==> src/rtl/core/time_window_price_averager_top_assert.svh <==
// Assertion macros for the time window price averager.
`ifndef TIME_WINDOW_PRICE_AVERAGER_TOP_ASSERT_SVH
`define TIME_WINDOW_PRICE_AVERAGER_TOP_ASSERT_SVH

// Same-cycle implication, checked outside reset.
`define TWPA_CHK_NOW(lbl, ante, cons, msg) \
    lbl: assert property (@(posedge i_clk) disable iff (!i_rst_n) (ante) |-> (cons)) \
        else $error(msg);

// Next-cycle implication, checked outside reset.
`define TWPA_CHK_NEXT(lbl, ante, cons, msg) \
    lbl: assert property (@(posedge i_clk) disable iff (!i_rst_n) (ante) |=> (cons)) \
        else $error(msg);

`endif

==> src/rtl/core/twpa_div.sv <==
// ----------------------------------------------------------------------------
// twpa_div
// Restoring unsigned divider, one quotient bit per cycle.
// ----------------------------------------------------------------------------
`default_nettype none

module twpa_div #(
    parameter int DW = 55,
    parameter int VW = 39
) (
    input  wire           i_clk,
    input  wire           i_rst_n,
    input  wire           i_start,
    input  wire  [DW-1:0] i_dividend,
    input  wire  [VW-1:0] i_divisor,
    output logic          o_busy,
    output logic [DW-1:0] o_quot
);
    localparam int CNTW = $clog2(DW + 1);

    logic [CNTW-1:0] r_cnt;
    logic [DW-1:0]   r_quot;
    logic [VW-1:0]   r_rem;
    logic [VW-1:0]   r_div;
    logic [VW:0]     w_sh;
    logic            w_ge;

    assign w_sh = {r_rem, r_quot[DW-1]};
    assign w_ge = (w_sh >= {1'b0, r_div});

    // Step counter.
    always_ff @(posedge i_clk) begin
        if (!i_rst_n) begin
            r_cnt <= '0;
        end else if (i_start) begin
            r_cnt <= CNTW'(DW);
        end else if (r_cnt != '0) begin
            r_cnt <= r_cnt - 1'b1;
        end
    end

    // Partial remainder and quotient share the shift register.
    always_ff @(posedge i_clk) begin
        if (i_start) begin
            r_quot <= i_dividend;
            r_rem  <= '0;
            r_div  <= i_divisor;
        end else if (r_cnt != '0) begin
            r_quot <= {r_quot[DW-2:0], w_ge};
            if (w_ge) begin
                r_rem <= VW'(w_sh - {1'b0, r_div});
            end else begin
                r_rem <= w_sh[VW-1:0];
            end
        end
    end

    assign o_busy = (r_cnt != '0);
    assign o_quot = r_quot;

endmodule

`default_nettype wire

==> config.mk <==
export PLATFORM = sky130hd
export DESIGN_NAME = twpa_div
export DESIGN_NICKNAME = d
export VERILOG_FILES = /design/src/rtl/core/time_window_price_averager_top_assert.svh /design/src/rtl/core/twpa_div.sv
export SDC_FILE = /design/constraint.sdc
export NUM_CORES = 1
export LEC_CHECK = 0
export BUFFER_PORTS_ARGS = -buffer_cell sky130_fd_sc_hd__buf_2
export CAP_MARGIN = 40
export CORE_ASPECT_RATIO = 1.1
export CORE_MARGIN = 8
export CORE_UTILIZATION = 40
export DETAILED_ROUTE_END_ITERATION = 7
export HOLD_SLACK_MARGIN = 0.06
export SLEW_MARGIN = 20
export SYNTH_ARGS = -nofsm -noshare
export SYNTH_HDL_FRONTEND = slang
export SYNTH_SLANG_ARGS = --single-unit
export TNS_END_PERCENT = 20
==> constraint.sdc <==
create_clock -name i_clk -period 5.3 [get_ports i_clk]
set_clock_uncertainty 0.1 [all_clocks]
set_input_delay 1.06 -clock i_clk [delete_from_list [all_inputs] [get_ports i_clk]]
set_output_delay 1.06 -clock i_clk [all_outputs]
set_load 0.005 [all_outputs]
# After elaboration in Yosys (flattened, before gate mapping)
# Index checks and enable logic that the tools add are counted.
[classes] add_sub_neg=2 order_cmp=1 n_mux=5 bitwise=1 n_reduce_logical=3
[op_table] cell="$mux W55" n=2
[op_table] cell="$ge A40 B39 Y1" n=1
[op_table] cell="$mux W39" n=1
[op_table] cell="$sub A39 B39 Y39" n=1
[op_table] cell="$mux W6" n=2
[op_table] cell="$reduce_bool A6 Y1" n=1
[op_table] cell="$sub A6 B1 Y6 const B" n=1
[op_table] cell="$reduce_bool A2 Y1" n=1
[op_table] cell="$reduce_or A2 Y1" n=1
[op_table] cell="$not A1 Y1" n=1
[totals] regBits=139 word_cells=17

# Logic depth before layout (Yosys ltp)
# Gate-level depths: netlist of run 1.
[depth] depth_word=3 mapped_depth=14

# Least setup slack after synthesis of run 1
# No wires, ideal clock.
[synth_path] path_kind="input port to flip-flop" startpoint="input port i_start" endpoint="register r_quot[0] (netlist: o_quot[0]) (enable)" setup_ps=409 arrival_time_ps=2835 setup_slack_ps=1956 stages=4 cell_sequence="clkbuf_1 -> clkbuf_1 -> nor2_1 -> inv_1"
[synth_between] elab_chain_cells=1
[synth_lines] item="start, declared" line="twpa_div.sv:13" rtl="input wire i_start,"
[synth_lines] item="$reduce_bool A2 Y1 (no source line)"
[synth_lines] item="end signal, assigned" line="twpa_div.sv:45" rtl="r_quot <= i_dividend;"
[synth_lines] item="end signal, assigned" line="twpa_div.sv:49" rtl="r_quot <= {r_quot[DW-2:0], w_ge};"
[synth_lines] item="end, declared" line="twpa_div.sv:22" rtl="logic [DW-1:0] r_quot;"
# No other way between the ends.
# A chain may end at the register's enable or synchronous reset.

# Worst setup path in the final report of run 1
[layout_path] startpoint="register r_cnt[0]" endpoint="output port o_busy"
[layout_between] elab_chain_cells=1
[layout_lines] item="start, declared" line="twpa_div.sv:21" rtl="logic [CNTW-1:0] r_cnt;"
[layout_lines] item="start signal, assigned" line="twpa_div.sv:36" rtl="r_cnt <= CNTW'(DW);"
[layout_lines] item="start signal, assigned" line="twpa_div.sv:38" rtl="r_cnt <= r_cnt - 1'b1;"
[layout_lines] item="$reduce_bool A6 Y1" line="twpa_div.sv:58" rtl="assign o_busy = (r_cnt != '0);"
[layout_lines] item="end, declared" line="twpa_div.sv:16" rtl="output logic o_busy,"
# No other way between the ends.

==> impl_results.html, run 1 <==
<table>
<tr><th>Metric</th><th>Value</th></tr>
<tr><th colspan="2">Outcome</th></tr>
<tr><td>Run status</td><td>finished clean</td></tr>
<tr><th colspan="2">Detailed routing</th></tr>
<tr><td>DR pass1 iterations</td><td>5</td></tr>
<tr><td>Average wire per cell in the routed design</td><td>approximately 17 um</td></tr>
<tr><td>Number of nets with antenna violations after routing</td><td>0</td></tr>
<tr><td>Remaining DRCs</td><td>0</td></tr>
<tr><td>DRC marker count from the first detailed-route iteration</td><td>approximately 300</td></tr>
<tr><td>Sum of routed wire length over all layers</td><td>around 20 mm</td></tr>
<tr><td>Avg Vias per Cell</td><td>~5.3</td></tr>
<tr><td>DR vias</td><td>6,292</td></tr>
<tr><th colspan="2">Synth</th></tr>
<tr><td>Synth cell types</td><td>67</td></tr>
<tr><td>Number of enable flip-flop cells after synthesis</td><td>94</td></tr>
<tr><td>Yosys warnings</td><td>0</td></tr>
<tr><td>Net count of the mapped netlist</td><td>914</td></tr>
<tr><td>Post-synthesis average cell area</td><td>10.2 um^2</td></tr>
<tr><td>Share of flip-flops with an asynchronous set or reset after synthesis</td><td>0%</td></tr>
<tr><td>Netlist Area Pre-Place</td><td>approximately 0.0080 mm^2</td></tr>
<tr><td>Sequential-to-total area share from yosys stat</td><td>46.8%</td></tr>
<tr><td>Primary FF master, synth</td><td>sky130_fd_sc_hd__edfxtp_1</td></tr>
<tr><td>Yosys reg bits</td><td>approximately 140</td></tr>
<tr><td>Synthesized netlist cell count</td><td>between 700 and 800</td></tr>
<tr><th colspan="2">Timing</th></tr>
<tr><td>Fmax</td><td>284 MHz</td></tr>
<tr><td>Tightest Pin Transition</td><td>between 0.7 and 0.8 ns</td></tr>
<tr><td>Total setup violations reported at the end of the flow</td><td>0</td></tr>
<tr><td>Final hold violations</td><td>0</td></tr>
<tr><td>Final period util</td><td>66.5%</td></tr>
<tr><td>Setup repair after global routing missed its margin</td><td>false</td></tr>
<tr><td>Setup TNS</td><td>0 ns</td></tr>
<tr><td>Max-slew violation count</td><td>0</td></tr>
<tr><td>Slew margin rel.</td><td>around half</td></tr>
<tr><td>Post-layout min period</td><td>between 3 and 4 ns</td></tr>
<tr><th colspan="2">Floorplanning</th></tr>
<tr><td>DIE WIDTH</td><td>150 um</td></tr>
<tr><td>Overall die height</td><td>164 um</td></tr>
<tr><td>Core ar.</td><td>slightly below 0.02 mm^2</td></tr>
<tr><td>Die area</td><td>0.0247 mm^2</td></tr>
<tr><td>Number of I/O pins</td><td>roughly 150</td></tr>
<tr><td>Number of placement rows</td><td>54</td></tr>
<tr><td>Initial core utilization</td><td>40.4%</td></tr>
<tr><th colspan="2">Setup path</th></tr>
<tr><td>Cell at the slowest stage of the critical path</td><td>sky130_fd_sc_hd__buf_4</td></tr>
<tr><td>Highest net fanout along the worst path</td><td>47</td></tr>
<tr><td>Required time at the worst-slack endpoint</td><td>approximately 4.1 ns</td></tr>
<tr><td>Capturing element type of the critical path</td><td>output port</td></tr>
<tr><td>Startpoint-to-endpoint class of the critical path</td><td>reg -&gt; out</td></tr>
<tr><td>Buffers &amp; Inverters on Critical Path</td><td>5</td></tr>
<tr><td>Crit-path leading delay family</td><td>buffers and inverters</td></tr>
<tr><td>Critical path startpoint category</td><td>flip-flop</td></tr>
<tr><td>WP data arrival</td><td>2.36 ns</td></tr>
<tr><td>Ordered list of cells on the worst path</td><td>inv_1 -&gt; ha_1 -&gt; nand2_1 -&gt; nor3_2 -&gt; buf_4 -&gt; inv_1 -&gt; buf_4 -&gt; buf_2</td></tr>
<tr><td>Slowest cell delay on critical path</td><td>0.48 ns</td></tr>
<tr><th colspan="2">Place</th></tr>
<tr><td>Final weighted congestion in routability-driven placement</td><td>between 0.8 and 0.9</td></tr>
<tr><td>Half-perimeter wire length of the detailed placement result</td><td>between 10 and 15 mm</td></tr>
<tr><td>IO Port Bufs</td><td>152</td></tr>
<tr><td>Placed standard-cell area</td><td>slightly below 0.009 mm^2</td></tr>
<tr><th colspan="2">Power and ir drop</th></tr>
<tr><td>Clock power share</td><td>27.6%</td></tr>
<tr><td>Part of the total power dissipated in sequential elements</td><td>about a third</td></tr>
<tr><td>Fraction of power spent switching nets</td><td>a little under two fifths</td></tr>
<tr><td>Peak VDD IR</td><td>0.000240 V</td></tr>
<tr><td>Internal power</td><td>around 3 mW</td></tr>
<tr><td>Leakage</td><td>between 4 and 5 nW</td></tr>
<tr><td>Reported net switching power</td><td>roughly 1.8 mW</td></tr>
<tr><td>Combinational power share</td><td>just over 40%</td></tr>
<tr><td>P per Cell Area</td><td>502 mW/mm^2</td></tr>
<tr><th colspan="2">Clock network</th></tr>
<tr><td>Post-cts resize count</td><td>0</td></tr>
<tr><td>Number of clock sinks</td><td>about 140</td></tr>
<tr><td>TritonCTS clock tree</td><td>done</td></tr>
<tr><td>Reg clk slew, reported paths</td><td>roughly 0.06 ns</td></tr>
<tr><td>Maximum clock path buffer count</td><td>2</td></tr>
<tr><td>Clock Tree Root</td><td>sky130_fd_sc_hd__clkbuf_16</td></tr>
<tr><td>CTS H-Tree Depth</td><td>4</td></tr>
<tr><td># hold bufs at CTS</td><td>0</td></tr>
<tr><td>Number of buffers created by CTS</td><td>17</td></tr>
<tr><td>Post CTS Setup Buffer Count</td><td>0</td></tr>
<tr><td>Clock latency on the worst-skew pair</td><td>0.42 ns</td></tr>
<tr><th colspan="2">Global route</th></tr>
<tr><td>Gr usage total</td><td>between 10% and 20%</td></tr>
<tr><td>Via count of the first global-routing pass</td><td>6,624</td></tr>
<tr><td>Congestion Overflow GR</td><td>0</td></tr>
<tr><td>Largest net degree at the start of global routing</td><td>60</td></tr>
<tr><td>First-pass GRT wire length</td><td>roughly 33 mm</td></tr>
<tr><td>Initial antenna violation count</td><td>1</td></tr>
<tr><th colspan="2">Finish</th></tr>
<tr><td>Antenna diode instance count</td><td>0</td></tr>
<tr><td>Final net count</td><td>approximately 1,100</td></tr>
<tr><td>Summed area of non-filler cells in the final layout</td><td>0.00957 mm^2</td></tr>
<tr><td>Layout Utilization</td><td>48.7%</td></tr>
<tr><td>Area added between synthesis and finish</td><td>20.3%</td></tr>
<tr><td>Fraction of layout cells with a size suffix above 1</td><td>roughly 29%</td></tr>
<tr><th colspan="2">Run</th></tr>
<tr><td>Max_cap viols</td><td>0</td></tr>
<tr><th colspan="2">Worst hold path</th></tr>
<tr><td>Worst min path class</td><td>reg -&gt; reg</td></tr>
</table>
## tightest hold or removal path: stages (launching register included)
cell,delay (ns)
sky130_fd_sc_hd__dfxtp_1,0.33
sky130_fd_sc_hd__nand2_1,0.06
sky130_fd_sc_hd__a2bb2oi_1,0.05
## metal layers
| layer | part of all wire, % | up-vias | GRT usage, % |
|---|---|---|---|
| met5 | 0.064 | - | 0 |
| met4 | 1.5 | 2 | 6.00 |
| met3 | 8.9 | 24 | 5.87 |
| met2 | 47 | 220 | 27.7 |
| met1 | 43 | 2922 | 19.9 |
| li1 | - | 3124 | - |
## worst paths after layout
| path | startpoint | to | slack [ns] | cells after the start |
|---|---|---|---|---|
| min | r_rem[34] | r_rem[34] | 0.39 | 2 |
| max reg2reg | o_quot[54] | r_rem[26] | 1.80 | 12 |
| max | r_cnt[0] | o_busy | 1.78 | 8 |
| min reg2reg | r_rem[34] | r_rem[34] | 0.39 | 2 |
## layout make-up
cell class              count  area [um^2]
fillers                  1855        10100
multi-input cells         539         3810
well taps                 252          315
clock buffers              17          425
flip-flops and latches    139         3720
inverters                  57          214
repair buffers            161          851
clock inverters            15          221
## state kept, by name, summed over array words and instances, names as in the netlist
name    cells
o_quot     55
r_rem      39
r_div      39
r_cnt       6
## power groups by stage
stage,combinational (mW),clock (mW),sequential (mW)
after floorplan,1.53,0,1.53
after global placement,1.92,0,1.56
after detailed placement,1.93,0,1.56
after CTS,1.94,1.35,1.54
after global routing,2.19,1.40,1.57
final,1.94,1.32,1.54
## logic make-up after synthesis
family / share of synthesized area, %
XOR/XNOR: 3.63
AND/OR/NAND/NOR: 12.0
flip-flops: 46.8
buffers and inverters: 5.29
multiplexers: 8.79
adder cells (fa/ha/maj): 6.55
AO/OA/AOI/OAI: 16.9
## stage by stage
stage	hold slack (ns)	worst slack, ns	instances	power, mW
2_1_floorplan	0.348	1.96	776	3.06
3_3_place_gp	0.388	1.82	1146	3.48
3_5_place_dp	0.378	1.72	1147	3.49
4_1_cts	0.388	1.70	1179	4.83
5_1_grt	0.409	1.52	1180	5.16
6_report	0.387	1.78	1180	4.80
## cell usage after synthesis, drive strengths merged (4+ instances only)
cell type   n  area, um^2
edfxtp     94        2820
nor2       81         304
inv        56         210
mux2       55         619
a21oi      51         263
dfxtp      45         901
nand2      43         164
ha         40         500
o21ai      35         183
a211oi     31         243
nor3       30         160
buf        21         130
clkbuf     20        76.3
xnor2      18         158
xor2       15         131
a21o       14         105
nand3      11        55.1
and3        8        50.1
mux2i       8        80.1
o21a        8        60.1
nand2b      7        43.8
nand4       7        56.3
o21bai      6        45.0
a211o       5        43.8
a21boi      5        37.5
a31oi       5        31.3
o211a       5        50.1
or3         4        25.0
## placed cells by master (no fill, tap or decap), types with 4 or more instances in the layout
cell / count
sky130_fd_sc_hd__a21oi_1: 49
sky130_fd_sc_hd__nand4_1: 5
sky130_fd_sc_hd__nand3_1: 11
sky130_fd_sc_hd__a21o_1: 14
sky130_fd_sc_hd__a21boi_0: 5
sky130_fd_sc_hd__o21ai_0: 26
sky130_fd_sc_hd__dfxtp_1: 45
sky130_fd_sc_hd__mux2i_1: 8
sky130_fd_sc_hd__a31oi_1: 5
sky130_fd_sc_hd__o21bai_1: 6
sky130_fd_sc_hd__a211o_1: 5
sky130_fd_sc_hd__clkbuf_16: 17
sky130_fd_sc_hd__o211a_1: 5
sky130_fd_sc_hd__xor2_1: 15
sky130_fd_sc_hd__buf_4: 9
sky130_fd_sc_hd__buf_2: 151
sky130_fd_sc_hd__nand2_1: 42
sky130_fd_sc_hd__mux2_2: 55
sky130_fd_sc_hd__and3_1: 8
sky130_fd_sc_hd__o21a_1: 7
sky130_fd_sc_hd__inv_6: 6
sky130_fd_sc_hd__a211oi_1: 29
sky130_fd_sc_hd__ha_1: 40
sky130_fd_sc_hd__o21ai_1: 7
sky130_fd_sc_hd__nand2b_1: 7
sky130_fd_sc_hd__nor3_1: 27
sky130_fd_sc_hd__xnor2_1: 18
sky130_fd_sc_hd__nor2_1: 81
sky130_fd_sc_hd__or3_1: 4
sky130_fd_sc_hd__edfxtp_1: 94
sky130_fd_sc_hd__bufinv_16: 4
sky130_fd_sc_hd__inv_1: 55
(Power assumes the default switching activity.)
==> run 2: changes to the inputs <==
clock period = 2.9 ns   (was 5.3 ns; I/O delays follow)
==> run 2 against run 1 <==
Compared with the run above:
- first-iteration DRC count rose by 65%
- routed wire length rose by 6.3%
- global-route usage rose by 0.74 points
- combinational power rose by 120%
- final cell count rose by 5.4%
- flip-flop and latch count did not move
- clock power rose by 68%
- critical path depth rose by 3
- critical endpoint is now o_quot[0]
- largest cell class unchanged
- largest power group unchanged
==> impl_results.html, run 2 (synthesized netlist as in run 1, its figures left out) <==
<table>
<tr><th>Metric</th><th>Value</th></tr>
<tr><th colspan="2">Outcome</th></tr>
<tr><td>Run status</td><td>finished clean (unchanged)</td></tr>
<tr><th colspan="2">Worst hold path</th></tr>
<tr><td>Worst min path class</td><td>in -&gt; reg (was reg -&gt; reg)</td></tr>
<tr><td>Count of cells along the worst hold path</td><td>1 (was 2)</td></tr>
<tr><th colspan="2">Timing</th></tr>
<tr><td>Total setup violations reported at the end of the flow</td><td>0 (unchanged)</td></tr>
<tr><td>Fmax</td><td>~350 MHz</td></tr>
<tr><td>Max-slew violation count</td><td>0 (unchanged)</td></tr>
<tr><td>Tightest Pin Transition</td><td>0.519 ns (was 0.758 ns)</td></tr>
<tr><td>Final period util</td><td>97.9%</td></tr>
<tr><td>Setup repair after global routing missed its margin</td><td>true (was false)</td></tr>
<tr><td>Final hold violations</td><td>0 (unchanged)</td></tr>
<tr><td>Post-layout min period</td><td>approximately 2.8 ns</td></tr>
<tr><td>Slew margin rel.</td><td>65.3% (was 49.5%)</td></tr>
<tr><th colspan="2">Detailed routing</th></tr>
<tr><td>Remaining DRCs</td><td>0 (unchanged)</td></tr>
<tr><td>Sum of routed wire length over all layers</td><td>21.5 mm (was 20.2 mm)</td></tr>
<tr><td>DR pass1 iterations</td><td>5 (unchanged)</td></tr>
<tr><td>DRC marker count from the first detailed-route iteration</td><td>491 (was 298)</td></tr>
<tr><td>Number of nets with antenna violations after routing</td><td>0 (unchanged)</td></tr>
<tr><td>Avg Vias per Cell</td><td>5.30 (was 5.33)</td></tr>
<tr><td>Average wire per cell in the routed design</td><td>17.3 um (was 17.1 um)</td></tr>
<tr><td>DR vias</td><td>6,599 (was 6,292)</td></tr>
<tr><th colspan="2">Clock network</th></tr>
<tr><td>Number of buffers created by CTS</td><td>17 (unchanged)</td></tr>
<tr><td>Maximum clock path buffer count</td><td>2 (unchanged)</td></tr>
<tr><td>Reg clk slew, reported paths</td><td>0.07 ns (was 0.06 ns)</td></tr>
<tr><td># hold bufs at CTS</td><td>0 (unchanged)</td></tr>
<tr><td>Clock Tree Root</td><td>sky130_fd_sc_hd__clkbuf_16 (unchanged)</td></tr>
<tr><td>Number of clock sinks</td><td>139 (unchanged)</td></tr>
<tr><td>Clock latency on the worst-skew pair</td><td>0.43 ns (was 0.42 ns)</td></tr>
<tr><td>TritonCTS clock tree</td><td>done (unchanged)</td></tr>
<tr><td>CTS H-Tree Depth</td><td>4 (unchanged)</td></tr>
<tr><th colspan="2">Finish</th></tr>
<tr><td>Fraction of layout cells with a size suffix above 1</td><td>36.3% (was 28.7%)</td></tr>
<tr><td>Commonest non-fill, non-tap cells in the layout</td><td>151 x sky130_fd_sc_hd__buf_2, 94 x sky130_fd_sc_hd__edfxtp_1, 81 x sky130_fd_sc_hd__nor2_1 (unchanged)</td></tr>
<tr><td>Antenna diode instance count</td><td>0 (unchanged)</td></tr>
<tr><td>Count of filler cells inserted in the layout</td><td>1,838 (was 1,855)</td></tr>
<tr><td>Most common cell after layout, fill and taps aside</td><td>sky130_fd_sc_hd__buf_2 (unchanged)</td></tr>
<tr><td>Multi-input gate area</td><td>0.00401 mm^2 (was 0.00381 mm^2)</td></tr>
<tr><td>Largest register FFs</td><td>55 (unchanged)</td></tr>
<tr><td>Summed area of non-filler cells in the final layout</td><td>0.0102 mm^2 (was 0.00957 mm^2)</td></tr>
<tr><td>Area added between synthesis and finish</td><td>28.1% (was 20.3%)</td></tr>
<tr><td>Final net count</td><td>1,117 (was 1,053)</td></tr>
<tr><td>Sequential standard cell area</td><td>0.00372 mm^2 (unchanged)</td></tr>
<tr><th colspan="2">Setup path</th></tr>
<tr><td>Highest net fanout along the worst path</td><td>8 (was 47)</td></tr>
<tr><td>Cell depth of the worst flop-to-flop path</td><td>11 (was 12)</td></tr>
<tr><td>Required time at the worst-slack endpoint</td><td>2.98 ns (was 4.14 ns)</td></tr>
<tr><td>WP data arrival</td><td>2.92 ns (was 2.36 ns)</td></tr>
<tr><td>Startpoint-to-endpoint class of the critical path</td><td>reg -&gt; reg (was reg -&gt; out)</td></tr>
<tr><td>Critical path startpoint category</td><td>flip-flop (unchanged)</td></tr>
<tr><td>Capturing element type of the critical path</td><td>flip-flop (was output port)</td></tr>
<tr><th colspan="2">Global route</th></tr>
<tr><td>Largest net degree at the start of global routing</td><td>56 (was 60)</td></tr>
<tr><td>Congestion Overflow GR</td><td>0 (unchanged)</td></tr>
<tr><td>First-pass GRT wire length</td><td>34.3 mm (was 33.0 mm)</td></tr>
<tr><td>Initial antenna violation count</td><td>0 (was 1)</td></tr>
<tr><td>Gr usage total</td><td>17.6% (was 16.8%)</td></tr>
<tr><td>Via count of the first global-routing pass</td><td>6,721 (was 6,624)</td></tr>
<tr><th colspan="2">Floorplanning</th></tr>
<tr><td>Number of placement rows</td><td>54 (unchanged)</td></tr>
<tr><td>Die area</td><td>0.0247 mm^2 (unchanged)</td></tr>
<tr><td>Initial core utilization</td><td>40.4% (unchanged)</td></tr>
<tr><td>DIE WIDTH</td><td>150 um (unchanged)</td></tr>
<tr><td>Number of I/O pins</td><td>153 (unchanged)</td></tr>
<tr><td>Overall die height</td><td>164 um (unchanged)</td></tr>
<tr><td>Core ar.</td><td>0.0197 mm^2 (unchanged)</td></tr>
<tr><th colspan="2">Place</th></tr>
<tr><td>IO Port Bufs</td><td>152 (unchanged)</td></tr>
<tr><td>Half-perimeter wire length of the detailed placement result</td><td>15.8 mm (was 14.8 mm)</td></tr>
<tr><td>Final weighted congestion in routability-driven placement</td><td>0.823 (was 0.859)</td></tr>
<tr><td>Placed standard-cell area</td><td>0.00935 mm^2 (was 0.00891 mm^2)</td></tr>
<tr><th colspan="2">Power and ir drop</th></tr>
<tr><td>P per Cell Area</td><td>917 mW/mm^2 (was 502 mW/mm^2)</td></tr>
<tr><td>Peak VDD IR</td><td>0.000470 V (was 0.000240 V)</td></tr>
<tr><td>Leakage</td><td>4.50 nW (was 4.19 nW)</td></tr>
<tr><td>Overall power consumption</td><td>9.34 mW (was 4.80 mW)</td></tr>
<tr><th colspan="2">Run</th></tr>
<tr><td>Max_cap viols</td><td>0 (unchanged)</td></tr>
</table>
## run 2: changes by cell type in the layout (fill, tap and decap cells not counted), sizes merged
cell,before,now
inv,65,67
buf,161,225
clkinvlp,2,0
bufinv,4,0
clkinv,1,5
## run 2: final cells by class
type	count	share of cell area [%]
inverter	57	2.10
sequential	139	36.6
clock inverter	15	1.66
multi-input combinational	539	39.3
timing repair buffer	225	13.1
tap	252	3.10
clock buffer	17	4.18
## run 2: final timing paths
path | start | end | slack [ns]
max | r_rem[26] | o_quot[0] | 0.06
min | i_divisor[7] | r_div[7] | 0.22
max reg2reg | r_rem[26] | o_quot[0] | 0.06
min reg2reg | r_rem[32] | r_rem[32] | 0.40
## run 2: worst max-delay path: stages, from the launching register on
cell and delay (ns):
sky130_fd_sc_hd__dfxtp_1 0.35, sky130_fd_sc_hd__ha_1 0.38, sky130_fd_sc_hd__and2_1 0.20, sky130_fd_sc_hd__a311o_1 0.38, sky130_fd_sc_hd__clkinv_1 0.08, sky130_fd_sc_hd__a31oi_1 0.09, sky130_fd_sc_hd__o22ai_2 0.22, sky130_fd_sc_hd__buf_6 0.15
sky130_fd_sc_hd__o21ai_1 0.07, sky130_fd_sc_hd__buf_4 0.18, sky130_fd_sc_hd__buf_4 0.15, sky130_fd_sc_hd__mux2_2 0.25
## run 2: power breakdown
part | total [mW] | internal (mW) | switching (mW)
Sequential | 2.83 | 2.54 | 0.288
Clock | 2.22 | 1.17 | 1.05
Combinational | 4.29 | 2.00 | 2.30
Total | 9.34 | 5.70 | 3.63
## run 2: layer usage
metal  vias up  GRT usage (%)  wire length, um
met5         -              0                0
met4         0           5.28              242
met3        16           6.31             1660
met2       213           29.0            10100
met1      3113           21.0             9470
li1       3257              -                -
## run 2: stage by stage
stage | util [%] | worst slack [ns] | cells | hold slack, ns | TNS (ns)
3_3_place_gp | 47.5 | -0.000505 | 1206 | 0.370 | -0.000505
6_report | 51.8 | 0.0623 | 1244 | 0.222 | 0
4_1_cts | 50.7 | 0.000169 | 1238 | 0.207 | 0
2_1_floorplan | - | 0.0356 | 776 | 0.348 | 0
3_5_place_dp | 47.5 | -0.0398 | 1206 | 0.381 | -0.0915
5_1_grt | 51.8 | -0.0497 | 1244 | 0.205 | -0.158
## run 2: timing repair
item / CTS / global route
setup endpoints to repair: 18 / 40
buffers inserted: 0 / 6
resized for setup: 4 / 36
pin swaps: 0 / 16
==> run 3: changes to the inputs <==
CELL_PAD_IN_SITES_DETAIL_PLACEMENT = 2   (was unset)
CELL_PAD_IN_SITES_GLOBAL_PLACEMENT = 2   (was unset)
CORE_UTILIZATION = 32   (was 40)
PLACE_DENSITY_LB_ADDON = 0.1   (was unset)
RECOVER_POWER = 25   (was unset)
==> run 3 against run 2 <==
Compared with the run above:
- flip-flop and latch count unchanged
- routed wire length up 28%
- final area up 5.6%
- register-to-register slack better by 0.03 ns
- maximum frequency up 1.1%
- largest power group unchanged
- critical endpoint is now r_rem[26]
==> impl_results.html, run 3 (synthesized netlist as in run 1, its figures left out) <==
<table>
<tr><th>Metric</th><th>Value</th></tr>
<tr><th colspan="2">Outcome</th></tr>
<tr><td>Run status</td><td>finished clean (unchanged)</td></tr>
<tr><th colspan="2">Place</th></tr>
<tr><td>Half-perimeter wire length of the detailed placement result</td><td>19.8 mm (was 15.8 mm)</td></tr>
<tr><td>Placed Instances</td><td>1,274 (was 1,206)</td></tr>
<tr><td>Placed standard-cell area</td><td>0.00953 mm^2 (was 0.00935 mm^2)</td></tr>
<tr><td>IO Port Bufs</td><td>152 (unchanged)</td></tr>
<tr><td>Setup Slack @ Placement</td><td>-0.239 ns (was -0.0398 ns)</td></tr>
<tr><td>Final weighted congestion in routability-driven placement</td><td>0.774 (was 0.823)</td></tr>
<tr><th colspan="2">Power and ir drop</th></tr>
<tr><td>Peak VDD IR</td><td>0.000335 V (was 0.000470 V)</td></tr>
<tr><td>Leakage</td><td>4.63 nW (was 4.50 nW)</td></tr>
<tr><td>Overall power consumption</td><td>10.5 mW (was 9.34 mW)</td></tr>
<tr><td>P per Cell Area</td><td>974 mW/mm^2 (was 917 mW/mm^2)</td></tr>
<tr><th colspan="2">Floorplanning</th></tr>
<tr><td>DIE WIDTH</td><td>166 um (was 150 um)</td></tr>
<tr><td>Number of placement rows</td><td>60 (was 54)</td></tr>
<tr><td>Core ar.</td><td>0.0245 mm^2 (was 0.0197 mm^2)</td></tr>
<tr><td>Number of I/O pins</td><td>153 (unchanged)</td></tr>
<tr><td>Overall die height</td><td>181 um (was 164 um)</td></tr>
<tr><td>Die area</td><td>0.0302 mm^2 (was 0.0247 mm^2)</td></tr>
<tr><td>Initial core utilization</td><td>32.5% (was 40.4%)</td></tr>
<tr><th colspan="2">Clock network</th></tr>
<tr><td>Number of clock sinks</td><td>139 (unchanged)</td></tr>
<tr><td># hold bufs at CTS</td><td>0 (unchanged)</td></tr>
<tr><td>Reg clk slew, reported paths</td><td>0.08 ns (was 0.07 ns)</td></tr>
<tr><td>Clock latency on the worst-skew pair</td><td>0.43 ns (about the same)</td></tr>
<tr><td>TritonCTS clock tree</td><td>done (unchanged)</td></tr>
<tr><td>Clock Tree Root</td><td>sky130_fd_sc_hd__clkbuf_16 (unchanged)</td></tr>
<tr><td>CTS H-Tree Depth</td><td>4 (unchanged)</td></tr>
<tr><td>Number of buffers created by CTS</td><td>17 (unchanged)</td></tr>
<tr><td>Maximum clock path buffer count</td><td>2 (unchanged)</td></tr>
<tr><th colspan="2">Finish</th></tr>
<tr><td>Largest register FFs</td><td>55 (unchanged)</td></tr>
<tr><td>Summed area of non-filler cells in the final layout</td><td>0.0108 mm^2 (was 0.0102 mm^2)</td></tr>
<tr><td>Commonest non-fill, non-tap cells in the layout</td><td>151 x sky130_fd_sc_hd__buf_2, 94 x sky130_fd_sc_hd__edfxtp_1, 78 x sky130_fd_sc_hd__nor2_1 (was 151 x sky130_fd_sc_hd__buf_2, 94 x sky130_fd_sc_hd__edfxtp_1, 81 x sky130_fd_sc_hd__nor2_1)</td></tr>
<tr><td>Non-filler cells, final</td><td>1,317 (was 1,244)</td></tr>
<tr><td>Area added between synthesis and finish</td><td>35.3% (was 28.1%)</td></tr>
<tr><td>Most common cell after layout, fill and taps aside</td><td>sky130_fd_sc_hd__buf_2 (unchanged)</td></tr>
<tr><td>Final net count</td><td>1,131 (was 1,117)</td></tr>
<tr><td>Fraction of layout cells with a size suffix above 1</td><td>41.9% (was 36.3%)</td></tr>
<tr><th colspan="2">Timing</th></tr>
<tr><td>Final period util</td><td>96.8% (was 97.9%)</td></tr>
<tr><td>Tightest Pin Transition</td><td>0.522 ns (was 0.519 ns)</td></tr>
<tr><td>Post-layout min period</td><td>2.81 ns (was 2.84 ns)</td></tr>
<tr><td>Final hold violations</td><td>0 (unchanged)</td></tr>
<tr><td>Fmax</td><td>356 MHz (was 352 MHz)</td></tr>
<tr><td>Total setup violations reported at the end of the flow</td><td>0 (unchanged)</td></tr>
<tr><td>Final worst slack</td><td>0.0934 ns (was 0.0623 ns)</td></tr>
<tr><td>Max-slew violation count</td><td>0 (unchanged)</td></tr>
<tr><td>Post-route worst hold slack</td><td>0.217 ns (was 0.222 ns)</td></tr>
<tr><td>Setup repair after global routing missed its margin</td><td>true (unchanged)</td></tr>
<tr><td>Slew margin rel.</td><td>65.1% (was 65.3%)</td></tr>
<tr><th colspan="2">Detailed routing</th></tr>
<tr><td>Remaining DRCs</td><td>0 (unchanged)</td></tr>
<tr><td>Number of nets with antenna violations after routing</td><td>0 (unchanged)</td></tr>
<tr><td>DR vias</td><td>6,837 (was 6,599)</td></tr>
<tr><td>DRC marker count from the first detailed-route iteration</td><td>237 (was 491)</td></tr>
<tr><td>Sum of routed wire length over all layers</td><td>27.5 mm (was 21.5 mm)</td></tr>
<tr><td>DR pass1 iterations</td><td>4 (was 5)</td></tr>
<tr><td>Average wire per cell in the routed design</td><td>20.9 um (was 17.3 um)</td></tr>
<tr><td>Avg Vias per Cell</td><td>5.19 (was 5.30)</td></tr>
<tr><th colspan="2">Setup path</th></tr>
<tr><td>Buffers &amp; Inverters on Critical Path</td><td>2 (was 4)</td></tr>
<tr><td>Startpoint-to-endpoint class of the critical path</td><td>reg -&gt; reg (unchanged)</td></tr>
<tr><td>Required time at the worst-slack endpoint</td><td>3.15 ns (was 2.98 ns)</td></tr>
<tr><td>Crit-path leading delay family</td><td>compound AO/OA/AOI/OAI gates (unchanged)</td></tr>
<tr><td>Highest net fanout along the worst path</td><td>7 (was 8)</td></tr>
<tr><td>Cell at the slowest stage of the critical path</td><td>sky130_fd_sc_hd__ha_1 (unchanged)</td></tr>
<tr><td>Capturing element type of the critical path</td><td>flip-flop (unchanged)</td></tr>
<tr><td>WP data arrival</td><td>3.06 ns (was 2.92 ns)</td></tr>
<tr><td>Ordered list of cells on the worst path</td><td>inv_1 -&gt; ha_1 -&gt; a21oi_1 -&gt; o21ai_2 -&gt; nor3_1 -&gt; buf_4 -&gt; a211oi_2 -&gt; o21a_2 -&gt; o21a_1 -&gt; o21a_1 -&gt; o31a_1 -&gt; a211oi_2 (was ha_1 -&gt; and2_1 -&gt; a311o_1 -&gt; clkinv_1 -&gt; a31oi_1 -&gt; o22ai_2 -&gt; buf_6 -&gt; o21ai_1 -&gt; buf_4 -&gt; buf_4 -&gt; mux2_2)</td></tr>
<tr><td>Critical path startpoint category</td><td>flip-flop (unchanged)</td></tr>
<tr><td>Slowest cell delay on critical path</td><td>0.39 ns (was 0.38 ns)</td></tr>
<tr><th colspan="2">Global route</th></tr>
<tr><td>Via count of the first global-routing pass</td><td>7,930 (was 6,721)</td></tr>
<tr><td>Gr usage total</td><td>17.5% (was 17.6%)</td></tr>
<tr><td>Largest net degree at the start of global routing</td><td>56 (unchanged)</td></tr>
<tr><td>Initial antenna violation count</td><td>3 (was 0)</td></tr>
<tr><td>Congestion Overflow GR</td><td>0 (unchanged)</td></tr>
<tr><td>First-pass GRT wire length</td><td>42.6 mm (was 34.3 mm)</td></tr>
<tr><th colspan="2">Run</th></tr>
<tr><td>Max_cap viols</td><td>0 (unchanged)</td></tr>
<tr><th colspan="2">Worst hold path</th></tr>
<tr><td>Worst min path class</td><td>in -&gt; reg (unchanged)</td></tr>
</table>
-- run 3: changes by cell type in the layout (fill, tap and decap cells not counted), moves of 4 or more --
cell	before	now
sky130_fd_sc_hd__a211oi_2	5	18
sky130_fd_sc_hd__a211oi_1	26	12
sky130_fd_sc_hd__inv_8	6	2
sky130_fd_sc_hd__ha_1	35	23
sky130_fd_sc_hd__nor3_2	5	9
sky130_fd_sc_hd__a21oi_1	45	41
sky130_fd_sc_hd__nor3_1	25	21
sky130_fd_sc_hd__ha_2	2	11
-- run 3: repair_timing --
action | 4_1_cts | 5_1_grt
gates cloned | 1 | 5
endpoints found under the setup margin | 39 | 40
buffers inserted | 1 | 3
resized for setup | 28 | 74
pin swaps | 11 | 35
-- run 3: layer usage --
metal,track usage (%),wire [um]
met5,0,36
met4,5.12,376
met3,5.43,1490
met2,31.2,13900
met1,19.8,11700
-- run 3: final timing paths --
kind                            cells after the start  slack, ns     startpoint        end
worst max-delay path                               12       0.09      r_div[15]  r_rem[26]
worst min-delay path                                1       0.22  i_divisor[10]  r_div[10]
worst max register to register                     12       0.09      r_div[15]  r_rem[26]
worst min register to register                      2       0.41      r_rem[32]  r_rem[32]
-- run 3: cell type report --
| class | count | area, um^2 |
|---|---|---|
| antenna | 1 | 2.50 |
| clock buffer | 17 | 425 |
| clock inverter | 15 | 171 |
| fill | 2630 | 13700 |
| inverter | 57 | 214 |
| multi-input combinational | 541 | 4310 |
| sequential | 139 | 3730 |
| tap | 310 | 388 |
| timing repair buffer | 237 | 1520 |
-- run 3: per-stage QoR --
step | setup TNS, ns | utilization, %
detailed placement | -4.00 | 38.9
global placement | -0.499 | 38.9
CTS | -0.00516 | 42.0
finish | 0 | 44.0
floorplan | 0 | -
global route | -0.890 | 43.9
-- run 3: report_power, final --
| part | switching [mW] | leakage [nW] | internal [mW] |
|---|---|---|---|
| Combinational | 2.85 | 3.00 | 2.46 |
| Sequential | 0.331 | 1.33 | 2.54 |
| Clock | 1.00 | 0.298 | 1.30 |
| Total | 4.18 | 4.63 | 6.30 |
